**src/rtl/core/pim_pkg.sv**
```systemverilog
// ----------------------------------------------------------------------------
// pim_pkg
// Shared types and codes for the priority inheritance mutex: state machine
// states, status codes, the scan token and the per-cell control bundle.
// ----------------------------------------------------------------------------
package pim_pkg;

   localparam int ID_W   = 6;   // task id width
   localparam int PRIO_W = 8;   // priority width
   localparam int IDX_W  = 6;   // holds any waiter index (up to 64 waiters)
   localparam int CNT_W  = 7;   // holds any waiter count (up to 64)

   typedef enum logic [1:0] {
      ST_IDLE,
      ST_SCAN,
      ST_COMPACT
   } state_type;

   typedef enum logic [2:0] {
      STAT_ACQUIRED  = 3'd0,
      STAT_BLOCKED   = 3'd1,
      STAT_RELEASED  = 3'd2,
      STAT_HANDED    = 3'd3,
      STAT_NOT_OWNER = 3'd4,
      STAT_FULL      = 3'd5
   } status_type;

   // running best waiter, handed from cell to cell
   typedef struct packed {
      logic              valid;
      logic [PRIO_W-1:0] prio;
      logic [ID_W-1:0]   id;
      logic [IDX_W-1:0]  idx;
   } tok_type;

   typedef struct packed {
      logic             append;
      logic             compact;
      logic [CNT_W-1:0] count;
      logic [IDX_W-1:0] best;
   } cell_ctrl_type;

endpackage

```
**src/rtl/core/priority_inheritance_mutex.sv**
```systemverilog
// ----------------------------------------------------------------------------
// priority_inheritance_mutex
// Hardware mutex with priority inheritance and a compacting waiter list.
// ----------------------------------------------------------------------------
// Usage:
//  A transaction is taken on the rising edge where start is high and busy is
//  low; req_func selects lock (0) or unlock (1), with the requester's id and
//  priority. Exactly one response follows per transaction, shown for one
//  cycle with rsp_strobe high; the receiver cannot stall it.
//  Lock and any unlock that does not hand over ownership: response in the
//  next cycle, busy stays low, so one transaction per cycle.
//  Unlock that wakes a waiter: the max-priority token walks the row of
//  MAX_WAITERS cells one cell per cycle, then the compact state shrinks the
//  list. busy is high through the scan and compact states, and the response
//  is registered at the end of the compact state.
//  rsp_owner_* reflect the mutex state after the latest transaction.
//  Reset frees the mutex and empties the waiter list; no clearing pass.
// ----------------------------------------------------------------------------
module priority_inheritance_mutex
   import pim_pkg::*;
#(
   parameter int MAX_WAITERS = 16,
   parameter int MAX_TASKS   = 64
) (
   input  logic              clock,
   input  logic              reset,
   input  logic              start,
   output logic              busy,
   input  logic              req_func,
   input  logic [ID_W-1:0]   req_task_id,
   input  logic [PRIO_W-1:0] req_task_priority,
   output logic              rsp_strobe,
   output logic [2:0]        rsp_status,
   output logic [PRIO_W-1:0] rsp_restored_priority,
   output logic              rsp_woken_valid,
   output logic [ID_W-1:0]   rsp_woken_id,
   output logic              rsp_owner_valid,
   output logic [ID_W-1:0]   rsp_owner_id,
   output logic [PRIO_W-1:0] rsp_owner_priority
);

   localparam int CW = $clog2(MAX_WAITERS + 1);
   localparam int IW = (MAX_WAITERS > 1) ? $clog2(MAX_WAITERS) : 1;
   localparam logic [CW-1:0] FULL_CNT  = CW'(MAX_WAITERS);
   localparam logic [IW-1:0] SCAN_LAST = IW'(MAX_WAITERS - 1);

   state_type         state_ff, state_in;
   logic [IW-1:0]     scan_cnt_ff, scan_cnt_in;
   logic [CW-1:0]     count_ff, count_in;
   logic              held_ff, held_in;
   logic [ID_W-1:0]   holder_ff, holder_in;
   logic [PRIO_W-1:0] saved_ff, saved_in;
   logic [PRIO_W-1:0] boost_ff, boost_in;

   logic              strobe_ff, strobe_in;
   status_type        status_ff, status_in;
   logic [PRIO_W-1:0] restored_ff, restored_in;
   logic              wvalid_ff, wvalid_in;
   logic [ID_W-1:0]   wid_ff, wid_in;

   logic              accept;
   logic [ID_W-1:0]   id_red;
   logic              is_owner;
   logic              handover;
   cell_ctrl_type     ctrl;

   tok_type           tok [MAX_WAITERS+1];
   logic [ID_W-1:0]   ent_id   [MAX_WAITERS];
   logic [PRIO_W-1:0] ent_prio [MAX_WAITERS];

   // task id modulo MAX_TASKS by restoring subtraction
   always_comb begin
      int unsigned rem;
      rem = int'(req_task_id);
      for (int k = ID_W - 1; k >= 0; k--) begin
         if ((MAX_TASKS << k) <= rem) begin
            rem = rem - (MAX_TASKS << k);
         end
      end
      id_red = rem[ID_W-1:0];
   end

   assign accept   = start && !busy;
   assign busy     = state_ff != ST_IDLE;
   assign is_owner = held_ff && holder_ff == id_red;
   assign handover = accept && req_func && is_owner && count_ff != '0;

   // waiter cell row
   assign tok[0] = '0;

   assign ctrl.append  = accept && !req_func && held_ff && count_ff != FULL_CNT;
   assign ctrl.compact = state_ff == ST_COMPACT;
   assign ctrl.count   = CNT_W'(count_ff);
   assign ctrl.best    = tok[MAX_WAITERS].idx;

   for (genvar i = 0; i < MAX_WAITERS; i++) begin : g_cell
      logic [ID_W-1:0]   nbr_id;
      logic [PRIO_W-1:0] nbr_prio;
      if (i == MAX_WAITERS - 1) begin : g_last
         assign nbr_id   = '0;
         assign nbr_prio = '0;
      end else begin : g_mid
         assign nbr_id   = ent_id[i+1];
         assign nbr_prio = ent_prio[i+1];
      end
      pim_cell #(
         .INDEX (i)
      ) u_cell (
         .clock    (clock),
         .reset    (reset),
         .ctrl     (ctrl),
         .wr_id    (id_red),
         .wr_prio  (req_task_priority),
         .nbr_id   (nbr_id),
         .nbr_prio (nbr_prio),
         .tok_in   (tok[i]),
         .tok_out  (tok[i+1]),
         .ent_id   (ent_id[i]),
         .ent_prio (ent_prio[i])
      );
   end

   // next state
   always_comb begin
      state_in    = state_ff;
      scan_cnt_in = '0;
      unique case (state_ff)
         ST_IDLE: begin
            if (handover) begin
               state_in = ST_SCAN;
            end
         end
         ST_SCAN: begin
            scan_cnt_in = scan_cnt_ff + 1'b1;
            if (scan_cnt_ff == SCAN_LAST) begin
               state_in = ST_COMPACT;
            end
         end
         ST_COMPACT: begin
            state_in = ST_IDLE;
         end
         default: begin
            state_in = ST_IDLE;
         end
      endcase
   end

   // mutex state and response
   always_comb begin
      count_in    = count_ff;
      held_in     = held_ff;
      holder_in   = holder_ff;
      saved_in    = saved_ff;
      boost_in    = boost_ff;
      strobe_in   = 1'b0;
      status_in   = status_ff;
      restored_in = '0;
      wvalid_in   = 1'b0;
      wid_in      = '0;

      if (state_ff == ST_COMPACT) begin
         holder_in   = tok[MAX_WAITERS].id;
         saved_in    = tok[MAX_WAITERS].prio;
         boost_in    = tok[MAX_WAITERS].prio;
         count_in    = count_ff - 1'b1;
         strobe_in   = 1'b1;
         status_in   = STAT_HANDED;
         restored_in = saved_ff;
         wvalid_in   = 1'b1;
         wid_in      = tok[MAX_WAITERS].id;
      end else if (accept) begin
         if (!req_func) begin
            strobe_in = 1'b1;
            if (!held_ff) begin
               held_in   = 1'b1;
               holder_in = id_red;
               saved_in  = req_task_priority;
               boost_in  = req_task_priority;
               status_in = STAT_ACQUIRED;
            end else if (count_ff == FULL_CNT) begin
               status_in = STAT_FULL;
            end else begin
               if (req_task_priority > boost_ff) begin
                  boost_in = req_task_priority;
               end
               count_in  = count_ff + 1'b1;
               status_in = STAT_BLOCKED;
            end
         end else if (!is_owner) begin
            strobe_in = 1'b1;
            status_in = STAT_NOT_OWNER;
         end else if (count_ff == '0) begin
            strobe_in   = 1'b1;
            status_in   = STAT_RELEASED;
            restored_in = saved_ff;
            held_in     = 1'b0;
            holder_in   = '0;
            saved_in    = '0;
            boost_in    = '0;
         end
      end
   end

   always_ff @(posedge clock) begin
      if (reset) begin
         state_ff    <= ST_IDLE;
         scan_cnt_ff <= '0;
         count_ff    <= '0;
         held_ff     <= 1'b0;
         holder_ff   <= '0;
         saved_ff    <= '0;
         boost_ff    <= '0;
         strobe_ff   <= 1'b0;
      end else begin
         state_ff    <= state_in;
         scan_cnt_ff <= scan_cnt_in;
         count_ff    <= count_in;
         held_ff     <= held_in;
         holder_ff   <= holder_in;
         saved_ff    <= saved_in;
         boost_ff    <= boost_in;
         strobe_ff   <= strobe_in;
      end
   end

   always_ff @(posedge clock) begin
      status_ff   <= status_in;
      restored_ff <= restored_in;
      wvalid_ff   <= wvalid_in;
      wid_ff      <= wid_in;
   end

   assign rsp_strobe            = strobe_ff;
   assign rsp_status            = status_ff;
   assign rsp_restored_priority = restored_ff;
   assign rsp_woken_valid       = wvalid_ff;
   assign rsp_woken_id          = wid_ff;
   assign rsp_owner_valid       = held_ff;
   assign rsp_owner_id          = held_ff ? holder_ff : '0;
   assign rsp_owner_priority    = held_ff ? boost_ff : '0;

`ifndef NO_ASSERTIONS
   a_tail_valid: assert property (@(posedge clock) disable iff (reset)
      state_ff == ST_COMPACT |-> tok[MAX_WAITERS].valid && held_ff)
      else $error("compact without a valid best waiter");

   a_count_bound: assert property (@(posedge clock) disable iff (reset)
      count_ff <= FULL_CNT)
      else $error("waiter count beyond capacity");

   a_strobe_src: assert property (@(posedge clock) disable iff (reset)
      strobe_in |-> accept || state_ff == ST_COMPACT)
      else $error("response without a transaction");

   a_handed: assert property (@(posedge clock) disable iff (reset)
      strobe_ff && status_ff == STAT_HANDED |-> wvalid_ff && held_ff
         && holder_ff == wid_ff)
      else $error("handover response inconsistent with owner");

   a_scan_len: assert property (@(posedge clock) disable iff (reset)
      state_ff == ST_SCAN && scan_cnt_ff == SCAN_LAST |=> state_ff == ST_COMPACT)
      else $error("scan did not end in compaction");
`endif

endmodule

```
**src/rtl/core/pim_cell.sv**
```systemverilog
// ----------------------------------------------------------------------------
// pim_cell
// One waiter slot. Holds a waiter id and priority written on append, folds
// itself into the max-priority token passing down the chain, and shifts in
// its upper neighbor when the list is compacted.
// ----------------------------------------------------------------------------
module pim_cell
   import pim_pkg::*;
#(
   parameter int INDEX = 0
) (
   input  logic              clock,
   input  logic              reset,
   input  cell_ctrl_type     ctrl,
   input  logic [ID_W-1:0]   wr_id,
   input  logic [PRIO_W-1:0] wr_prio,
   input  logic [ID_W-1:0]   nbr_id,
   input  logic [PRIO_W-1:0] nbr_prio,
   input  tok_type           tok_in,
   output tok_type           tok_out,
   output logic [ID_W-1:0]   ent_id,
   output logic [PRIO_W-1:0] ent_prio
);

   localparam logic [CNT_W-1:0] IDX_C  = CNT_W'(INDEX);
   localparam logic [CNT_W-1:0] IDX_N  = CNT_W'(INDEX + 1);

   logic [ID_W-1:0]   id_ff, id_in;
   logic [PRIO_W-1:0] prio_ff, prio_in;
   tok_type           tok_ff, tok_in_next;
   logic              active;

   assign active = IDX_C < ctrl.count;

   // strict greater-than keeps the earliest waiter on ties
   always_comb begin
      tok_in_next = tok_in;
      if (active && (!tok_in.valid || prio_ff > tok_in.prio)) begin
         tok_in_next.valid = 1'b1;
         tok_in_next.prio  = prio_ff;
         tok_in_next.id    = id_ff;
         tok_in_next.idx   = IDX_W'(INDEX);
      end
   end

   always_comb begin
      id_in   = id_ff;
      prio_in = prio_ff;
      if (ctrl.append && ctrl.count == IDX_C) begin
         id_in   = wr_id;
         prio_in = wr_prio;
      end else if (ctrl.compact && {1'b0, ctrl.best} <= IDX_C && IDX_N < ctrl.count) begin
         id_in   = nbr_id;
         prio_in = nbr_prio;
      end
   end

   always_ff @(posedge clock) begin
      id_ff   <= id_in;
      prio_ff <= prio_in;
   end

   always_ff @(posedge clock) begin
      if (reset) begin
         tok_ff <= '0;
      end else begin
         tok_ff <= tok_in_next;
      end
   end

   assign tok_out  = tok_ff;
   assign ent_id   = id_ff;
   assign ent_prio = prio_ff;

endmodule
```
**config.mk**
```make
export PLATFORM = sky130hd
export DESIGN_NAME = priority_inheritance_mutex
export DESIGN_NICKNAME = d
export VERILOG_FILES = /design/src/rtl/core/pim_pkg.sv /design/src/rtl/core/priority_inheritance_mutex.sv /design/src/rtl/core/pim_cell.sv
export SDC_FILE = /design/constraint.sdc
export NUM_CORES = 1
export LEC_CHECK = 0
export BUFFER_PORTS_ARGS = -buffer_cell sky130_fd_sc_hd__buf_2
export CAP_MARGIN = 10
export CORE_UTILIZATION = 42
export CTS_BUF_LIST = sky130_fd_sc_hd__clkbuf_2
export DETAILED_ROUTE_END_ITERATION = 6
export GPL_ROUTABILITY_DRIVEN = 0
export SETUP_SLACK_MARGIN = 0.15
export SLEW_MARGIN = 10
export SYNTH_ARGS = -nofsm -noshare
export SYNTH_HDL_FRONTEND = slang
export SYNTH_HIERARCHICAL = 1
export SYNTH_SLANG_ARGS = --single-unit
export TNS_END_PERCENT = 1
```
**constraint.sdc**
```tcl
create_clock -name clock -period 5.2 [get_ports clock]
set_input_delay 0.78 -clock clock [delete_from_list [all_inputs] [get_ports clock]]
set_output_delay 0.78 -clock clock [all_outputs]
set_load 0.03 [all_outputs]
```
==> reports/results.ini, run 1 <==
[synthesis]
ys_warn_count=6
avgSynthCellArea_um2=11.8
synthCells=2517
synthesis.area_um2=29700

[floorplanning]
start_util_pct=42.5
die_area_um2=71900
num_rows=97
die_x_um=268
fp.coreArea_um2=70000
fp.dieH_um=268
ioPinCount=53

[global_routing]
grt_pass1_wl_um=120000
grt.total_usage_pct=21.7
grt_antenna_before_repair=3
first_global_vias=20800
gr-total-overflow=0
grt_max_degree=81

[cts]
cts_root_buffer=clkbuf_2
htreeDepth=4
cts_tree=yes
cts_sinks=612
cts_buffers=152
cts_buffer_depth=3
clkSlewWorstSetupHoldPaths_ns=0.09
clock_latency_ns=1.34
postCtsSetupRepairBufs=0

[timing]
relSlewSlack_pct=16.4
worst_clock_skew_ns=0.0791
timing.fmax_mhz=278
worst_slew_pin_slew_ns=1.25
min_period_ns=3.60
hold_viol_final=0
setup_viol=0
tns_ns=0
rsz0062_at_grt=false
drv_slew=0
fin_crit_sh_pct=69.3

[final_layout]
area_growth_pct=8.57
fin_cells=3783
final_nets=2872
utilization_pct=46.1
drive_gt1_share_pct=24.5

[worst_setup_path]
worstPathMaxFanout=16
crit_type=register to register
reg2regPathDepth=6
reg2reg_from=rsp_owner_valid$_SDFFE_PP0P_
rrSetupSlack_ns=1.60
start_kind=register
crit_path_end_kind=register
critPathArrivalTime_ns=4.53
r2r_end=g_cell[2].u_cell/ent_prio[5]$_DFFE_PP_
worstPathRequired_ns=6.13

[hold_path]
hp-start=req_task_id[0]
hold_depth=3
min_to=holder_ff[0]$_SDFFE_PP0P_
hp-class=input pin to register

[route]
vias_per_cell=5.40
avgRoutedWirePerCell_um=20.3
firstDrtPassIters=5
drc=0
routed_wl_um=77000
vias=20400
ant_nets=0
initialDrtViolationCount=1325

[flow_run]
cap_violations=0

[power_and_ir_drop]
power_density_nw_per_um2=288
ir_drop_mv=0.133
p_leak_nw=12.9

[status]
run_status=finished, final reports clean

[placed_design]
dp_hpwl_um=51800
dp_cells=3490
port_buffers=52

power breakdown:
part           internal, mW  switching, mW
registers              5.07         0.0679
clock network          1.35           1.97
logic                 0.288          0.555
total                  6.71           2.59
state kept, by name, indices dropped and copies added (netlist names):
| signal | cells |
|---|---|
| g_cell.u_cell/tok_out | 335 |
| g_cell.u_cell/ent_prio | 128 |
| g_cell.u_cell/ent_id | 96 |
| boost_ff | 8 |
| rsp_restored_priority | 8 |
| saved_ff | 8 |
| holder_ff | 6 |
| rsp_woken_id | 6 |
| count_ff | 5 |
| scan_cnt_ff | 4 |
| rsp_status | 3 |
| state_ff | 2 |
| rsp_owner_valid | 1 |
| rsp_strobe | 1 |
| rsp_woken_valid | 1 |
timing repair:
action / 4_1_cts / 5_1_grt
endpoints found under the hold margin: 27 / 0
hold buffers: 8 / 0
resized for setup: 0 / 0
setup endpoints to repair: 0 / 0
metal layers:
| layer | track usage [%] | vias to the layer above | wire length (µm) | share of wire, % |
|---|---|---|---|---|
| met3 | 3.90 | 135 | 4510 | 5.9 |
| li1 | - | 9660 | - | - |
| met1 | 29.6 | 9981 | 35700 | 46 |
| met4 | 9.02 | 0 | 1830 | 2.4 |
| met5 | 0 | - | 0 | 0 |
| met2 | 33.9 | 657 | 34900 | 45 |
cells in the final DEF (no fill, tap or decap), types with 8 or more instances in the layout:
master / n
nor3b_2: 11
conb_1: 71
edfxtp_1: 224
nor3_1: 17
o31a_1: 8
ha_1: 140
o31ai_1: 53
nand3b_1: 8
inv_1: 157
nand4_1: 25
o21bai_1: 12
a21o_1: 20
nor2_1: 93
o31ai_2: 12
nand2b_1: 62
clkinv_1: 41
mux2_2: 194
o21ai_0: 22
o2111ai_1: 99
mux2_4: 36
and3_1: 51
mux2i_1: 130
buf_2: 51
dfxtp_1: 387
o31ai_4: 38
nand3_1: 28
nor3b_1: 18
mux2_1: 10
clkbuf_2: 236
nand2_1: 247
and2_1: 24
buf_4: 31
dlygate4sd3_1: 8
nor2b_1: 22
o21a_1: 43
a21oi_1: 29
a211oi_4: 9
o211ai_1: 11
a211oi_1: 25
cell type report:
cell class | count | area, µm²
Tap cell | 940 | 1180
Clock buffer | 236 | 1180
Inverter | 168 | 631
Timing Repair Buffer | 92 | 603
Antenna cell | 7 | 17.5
Multi-Input combinational cell | 1687 | 13900
Clock inverter | 41 | 241
Fill cell | 6522 | 37700
Sequential cell | 612 | 14500
metrics by stage:
step / worst slack, ns / hold slack, ns / power (mW) / area, µm²
floorplan: 1.55 / 0.418 / 5.87 / 30000
global placement: 1.31 / 0.424 / 6.05 / 30700
detailed placement: 1.17 / 0.430 / 6.07 / 30700
CTS: 1.63 / 0.0220 / 9.42 / 32200
global route: 1.36 / 0.0975 / 9.78 / 32300
finish: 1.60 / 0.171 / 9.30 / 32300
critical path, stage by stage (launching register included):
cell	delay, ns
dfxtp_1	0.64
nand3_1	0.25
nor2_2	0.75
buf_4	0.30
nand2_1	0.10
nor3_4	0.57
a41o_1	0.59
how the worst max path moves through the flow:
stage,start,end,slack (ns),cells after the start
6_report,rsp_owner_valid$_SDFFE_PP0P_,g_cell[2].u_cell/ent_prio[5]$_DFFE_PP_,1.60,6
5_1_grt,rsp_owner_valid$_SDFFE_PP0P_,g_cell[2].u_cell/ent_prio[6]$_DFFE_PP_,1.36,6
4_1_cts,rsp_owner_valid$_SDFFE_PP0P_,g_cell[2].u_cell/ent_prio[5]$_DFFE_PP_,1.63,6
3_5_place_dp,req_func,g_cell[2].u_cell/ent_prio[3]$_DFFE_PP_,1.17,8
3_3_place_gp,req_func,g_cell[2].u_cell/ent_prio[3]$_DFFE_PP_,1.31,8
2_1_floorplan,count_ff[1]$_SDFFE_PP0P_,g_cell[12].u_cell/ent_id[0]$_DFFE_PP_,1.55,7
(Power assumes the default switching activity.)
==> inputs of run 2 (changes only) <==
--- a/config.mk
+++ b/config.mk
@@ -5,6 +5,7 @@
 export SDC_FILE = /design/constraint.sdc
 export NUM_CORES = 1
 export LEC_CHECK = 0
+export ABC_AREA = 1
 export BUFFER_PORTS_ARGS = -buffer_cell sky130_fd_sc_hd__buf_2
 export CAP_MARGIN = 10
 export CORE_UTILIZATION = 42
==> constraint.sdc (replaced) <==
create_clock -name clock -period 3.15 [get_ports clock]
set_input_delay 0.4725 -clock clock [delete_from_list [all_inputs] [get_ports clock]]
set_output_delay 0.4725 -clock clock [all_outputs]
set_load 0.03 [all_outputs]
==> run 2 against run 1 <==
Against the previous run:
- sequential cell count unchanged
- non-clock buffer count rose by 58
- via count up 18%
- critical path depth up 5
- setup slack lost 1.4 ns
- critical path type unchanged
- largest cell class unchanged
- largest power group unchanged
==> reports/results.ini, run 2 <==
[worst_setup_path]
crit_path_end_kind=register
crit_type=register to register
worstPathRequired_ns=4.34
critPathMostFrequentCell=dlygate4sd3_1
reg2reg_from=rsp_owner_valid$_SDFFE_PP0P_
worstPathMaxFanout=4
rrSetupSlack_ns=0.24
crit_slowest_cell=dlygate4sd3_1
crit_buf_inv=4
r2r_end=rsp_owner_valid$_SDFFE_PP0P_
critPathTopFamily=buffers and inverters
path_cells=inv_4 > a21oi_2 > nand2_1 > dlygate4sd3_1 > nor2_2 > and2_1 > dlygate4sd3_1 > nand3_1 > nand2_1 > a21oi_1 > dlygate4sd3_1
start_kind=register
reg2regPathDepth=11
path_depth=11
critPathArrivalTime_ns=4.10
startpoint=rsp_owner_valid$_SDFFE_PP0P_
worstSetupEndpoint=rsp_owner_valid$_SDFFE_PP0P_
critPathMaxStageDelay_ns=0.56

[final_layout]
fin_cells=4994
area_growth_pct=9.80
multi_input_area_um2=13100
fill_cells=7159
largest_reg_flops=335
final_area_um2=33900
regArea_um2=14500
drive_gt1_share_pct=16.7
final_nets=4078
layout_common_cells=nand2_1, inv_1, nor2_1, dfxtp_1, a21oi_1
final_common_cell=nand2_1
utilization_pct=47.0

[hold_path]
hp-class=input pin to register

[route]
drc=0
vias=24000
routed_wl_um=82900
ant_nets=0
avgRoutedWirePerCell_um=16.6
initialDrtViolationCount=1841
firstDrtPassIters=5
vias_per_cell=4.81

[global_routing]
grt_antenna_before_repair=1
gr-total-overflow=0
first_global_vias=22100
grt.total_usage_pct=22.3
grt_pass1_wl_um=127000
grt_max_degree=32

[placed_design]
port_buffers=52
place_area_um2=32100
dp_hpwl_um=55200
dp_cells=4682

[synthesis]
avgSynthCellArea_um2=8.38
synthesis.area_um2=30800
synthCells=3682
ys_warn_count=6

[floorplanning]
die_area_um2=74500
fp.dieH_um=273
num_rows=98
start_util_pct=42.8
die_x_um=273
ioPinCount=53
fp.coreArea_um2=72100

[power_and_ir_drop]
power.total_mw=16.0
ir_drop_mv=0.326
p_leak_nw=16.6
power_density_nw_per_um2=473

[status]
run_status=finished, final reports clean

[timing]
drv_slew=0
hold_viol_final=0
worst_clock_skew_ns=0.0755
rsz0062_at_grt=true
setup_viol=0
relSlewSlack_pct=31.9
tns_ns=0
fin_crit_sh_pct=92.3
min_period_ns=2.91
timing.fmax_mhz=344
worst_slew_pin_slew_ns=1.02

[cts]
cts_tree=yes
cts_sinks=612
cts_buffers=158
clock_latency_ns=1.30
cts_root_buffer=clkbuf_2
htreeDepth=4
cts_buffer_depth=3
clkSlewWorstSetupHoldPaths_ns=0.10
postCtsSetupRepairBufs=0

[flow_run]
cap_violations=0

[run 2: tightest hold or removal path, stage by stage]
cell	delay (ns)
dlygate4sd3_1	0.51
buf_2	0.13
inv_2	0.14
nand3_1	0.13
nand3_1	0.07
[run 2: what timing repair did]
action / CTS / global route
gates resized for setup: 0 / 6
endpoints found under the setup margin: 0 / 2
hold buffers: 28 / 0
endpoints found under the hold margin: 311 / 0
[run 2: routing by layer]
metal | up-vias | GRT usage [%] | share of wire (%)
li1 | 12100 | - | -
met1 | 11000 | 31.7 | 48
met2 | 744 | 33.4 | 43
met3 | 136 | 4.44 | 6.5
met4 | 0 | 7.97 | 2.5
met5 | - | 0 | 0
[run 2: worst min-delay path by stage]
stage	startpoint	endpoint	slack, ns	cells past startpoint
CTS	req_func	rsp_status[0]$_SDFFE_PP1P_	0.04	5
global route	req_task_id[4]	g_cell[15].u_cell/ent_id[4]$_DFFE_PP_	0.09	3
detailed placement	g_cell[11].u_cell/tok_out[1]$_SDFF_PP0_	g_cell[12].u_cell/tok_out[1]$_SDFF_PP0_	0.40	2
finish	req_func	rsp_status[0]$_SDFFE_PP1P_	0.22	5
global placement	g_cell[13].u_cell/tok_out[0]$_SDFF_PP0_	g_cell[14].u_cell/tok_out[0]$_SDFF_PP0_	0.39	2
floorplan	g_cell[9].u_cell/tok_out[0]$_SDFF_PP0_	g_cell[10].u_cell/tok_out[0]$_SDFF_PP0_	0.39	2
[run 2: area by class of cell]
| type | instances | area share (%) |
|---|---|---|
| clock inverters | 44 | 0.783 |
| clock buffers | 240 | 3.55 |
| well taps | 950 | 3.51 |
| diodes | 1 | 0.00739 |
| inverters | 677 | 7.53 |
| flip-flops and latches | 612 | 42.8 |
| repair buffers | 150 | 3.22 |
| multi-input cells | 2320 | 38.6 |
[run 2: metrics by stage]
step | setup slack (ns) | hold slack [ns]
finish | 0.241 | 0.215
global route | 0.0984 | 0.0913
CTS | 0.190 | 0.0389
detailed placement | 0.396 | 0.397
global placement | 0.427 | 0.395
floorplan | -0.150 | 0.394
[run 2: power by group]
| part | switching, mW | total, mW | internal, mW |
|---|---|---|---|
| clock network | 3.33 | 5.61 | 2.27 |
| registers | 0.222 | 8.68 | 8.46 |
| logic | 1.16 | 1.73 | 0.575 |
==> inputs of run 3 (changes only) <==
--- a/config.mk
+++ b/config.mk
@@ -8,10 +8,13 @@
 export ABC_AREA = 1
 export BUFFER_PORTS_ARGS = -buffer_cell sky130_fd_sc_hd__buf_2
 export CAP_MARGIN = 10
-export CORE_UTILIZATION = 42
+export CELL_PAD_IN_SITES_DETAIL_PLACEMENT = 2
+export CELL_PAD_IN_SITES_GLOBAL_PLACEMENT = 2
+export CORE_UTILIZATION = 37
 export CTS_BUF_LIST = sky130_fd_sc_hd__clkbuf_2
 export DETAILED_ROUTE_END_ITERATION = 6
 export GPL_ROUTABILITY_DRIVEN = 0
+export PLACE_DENSITY_LB_ADDON = 0.1
 export SETUP_SLACK_MARGIN = 0.15
 export SLEW_MARGIN = 10
 export SYNTH_ARGS = -nofsm -noshare
==> run 3 against run 2 <==
Against the previous run:
- critical path depth did not move
- final area rose by 1.2%
- worst hold slack better by 0.057 ns
- register-to-register slack got worse by 0.05 ns
- sequential cell count did not move
- clock skew up 0.040 ns
- die area up 13%
- setup slack worse by 0.050 ns
- sequential share of layout area is 0.51 points lower
==> reports/results.ini, run 3 (same netlist as run 2, synthesis figures left out) <==
[cts]
htreeDepth=4
cts_root_buffer=clkbuf_2
cts_sinks=612
cts_buffer_depth=3
clkSlewWorstSetupHoldPaths_ns=0.10
cts_buffers=170
clock_latency_ns=1.45
cts_tree=yes

[timing]
worst_slew_pin_slew_ns=1.06
worst_clock_skew_ns=0.115
timing.fmax_mhz=338
relSlewSlack_pct=29.4
drv_slew=0
worst_hold_slack_ns=0.272
rsz0062_at_grt=true
min_period_ns=2.96
setup_viol=0
hold_viol_final=0
fin_crit_sh_pct=93.9

[global_routing]
grt.total_usage_pct=26.4
grt_max_degree=31
gr-total-overflow=0
grt_pass1_wl_um=170000
grt_antenna_before_repair=10
first_global_vias=28200

[final_layout]
fill_cells=9348
layout_common_cells=nand2_1, inv_1, nor2_1, dfxtp_1, a21oi_1
final_area_um2=34300
final_nets=4091
largest_reg_flops=335
utilization_pct=41.7
final_common_cell=nand2_1
area_growth_pct=11.1
drive_gt1_share_pct=17.0
fin_cells=5157

[worst_setup_path]
reg2reg_from=rsp_owner_valid$_SDFFE_PP0P_
critPathArrivalTime_ns=4.31
start_kind=register
worstPathMaxFanout=4
reg2regPathDepth=11
rrSetupSlack_ns=0.19
crit_type=register to register
crit_path_end_kind=register
r2r_end=rsp_owner_valid$_SDFFE_PP0P_
worstPathRequired_ns=4.50

[route]
avgRoutedWirePerCell_um=21.6
firstDrtPassIters=5
routed_wl_um=111000
vias_per_cell=4.97
vias=25600
ant_nets=0
initialDrtViolationCount=1212
drc=0

[hold_path]
min_to=boost_ff[1]$_SDFFE_PP0P_
hp-class=input pin to register
hold_depth=7
hp-start=req_func

[placed_design]
port_buffers=52
dp_hpwl_um=76500
place_area_um2=32200
dp_cells=4800

[floorplanning]
start_util_pct=37.5
fp.dieH_um=291
die_area_um2=84500
fp.coreArea_um2=82200
ioPinCount=53
die_x_um=291
num_rows=105

[power_and_ir_drop]
p_leak_nw=16.8
power_density_nw_per_um2=493
ir_drop_mv=0.269

[flow_run]
cap_violations=0

[status]
run_status=finished, final reports clean

==> run 3: report_power, final <==
part | total [mW] | switching (mW) | internal, mW
Combinational | 1.88 | 1.30 | 0.583
Sequential | 8.71 | 0.253 | 8.46
Clock | 6.29 | 3.74 | 2.55
Total | 16.9 | 5.29 | 11.6
==> run 3: worst max-delay path by stage <==
stage                            startpoint                                      to  depth (start not counted)
4_1_cts        rsp_owner_valid$_SDFFE_PP0P_                   rsp_owner_priority[3]                          4
6_report       rsp_owner_valid$_SDFFE_PP0P_            rsp_owner_valid$_SDFFE_PP0P_                         11
3_5_place_dp                          start  g_cell[2].u_cell/ent_prio[1]$_DFFE_PP_                          9
2_1_floorplan      state_ff[0]$_SDFFE_PP0P_    g_cell[1].u_cell/ent_id[0]$_DFFE_PP_                          6
3_3_place_gp                          start  g_cell[3].u_cell/ent_prio[1]$_DFFE_PP_                          9
5_1_grt        rsp_owner_valid$_SDFFE_PP0P_                state_ff[0]$_SDFFE_PP0P_                         10
==> run 3: timing repair <==
| action | CTS | global route |
|---|---|---|
| setup buffers | 0 | 0 |
| gates resized for setup | 5 | 1 |
| hold buffers | 31 | 0 |
| endpoints found under the hold margin | 500 | 0 |
| endpoints found under the setup margin | 15 | 11 |
==> run 3: worst max-delay path, cell delays in order, from the launching register on <==
cell and delay, ns:
dfxtp_2 0.39, inv_4 0.05, a21oi_2 0.09, nand2_1 0.05, dlygate4sd3_1 0.56, nor2_2 0.13, and2_1 0.19, dlygate4sd3_1 0.57
nand3_1 0.13, nand2_1 0.09, a21oi_1 0.05, dlygate4sd3_1 0.55
==> run 3: area by class of cell <==
| type | instances | area (µm²) | share of cell area (%) |
|---|---|---|---|
| diodes | 6 | 15.0 | 0.0438 |
| clock buffers | 259 | 1300 | 3.78 |
| clock inverters | 62 | 380 | 1.11 |
| inverters | 677 | 2550 | 7.44 |
| multi-input cells | 2320 | 13100 | 38.1 |
| flip-flops and latches | 612 | 14500 | 42.3 |
| well taps | 1070 | 1340 | 3.91 |
| repair buffers | 151 | 1120 | 3.27 |
==> run 3: per-layer routing <==
layer  track usage (%)  share of wire (%)  vias up  routed length, µm
met4              8.05                2.1        0               2330
met1              35.0                 47    12800              51900
met2              44.1                 48      472              52900
met5                 0                  0        -                  0
li1                  -                  -    12200                  -
met3              4.03                3.7      167               4100
==> run 3: metrics by stage <==
step | total power, mW | setup slack [ns] | setup TNS (ns)
3_5_place_dp | 10.7 | 0.280 | 0
2_1_floorplan | 10.0 | -0.150 | -4.10
5_1_grt | 17.8 | 0.0286 | 0
6_report | 16.9 | 0.192 | 0
3_3_place_gp | 10.6 | 0.394 | 0
4_1_cts | 17.1 | 0.146 | 0
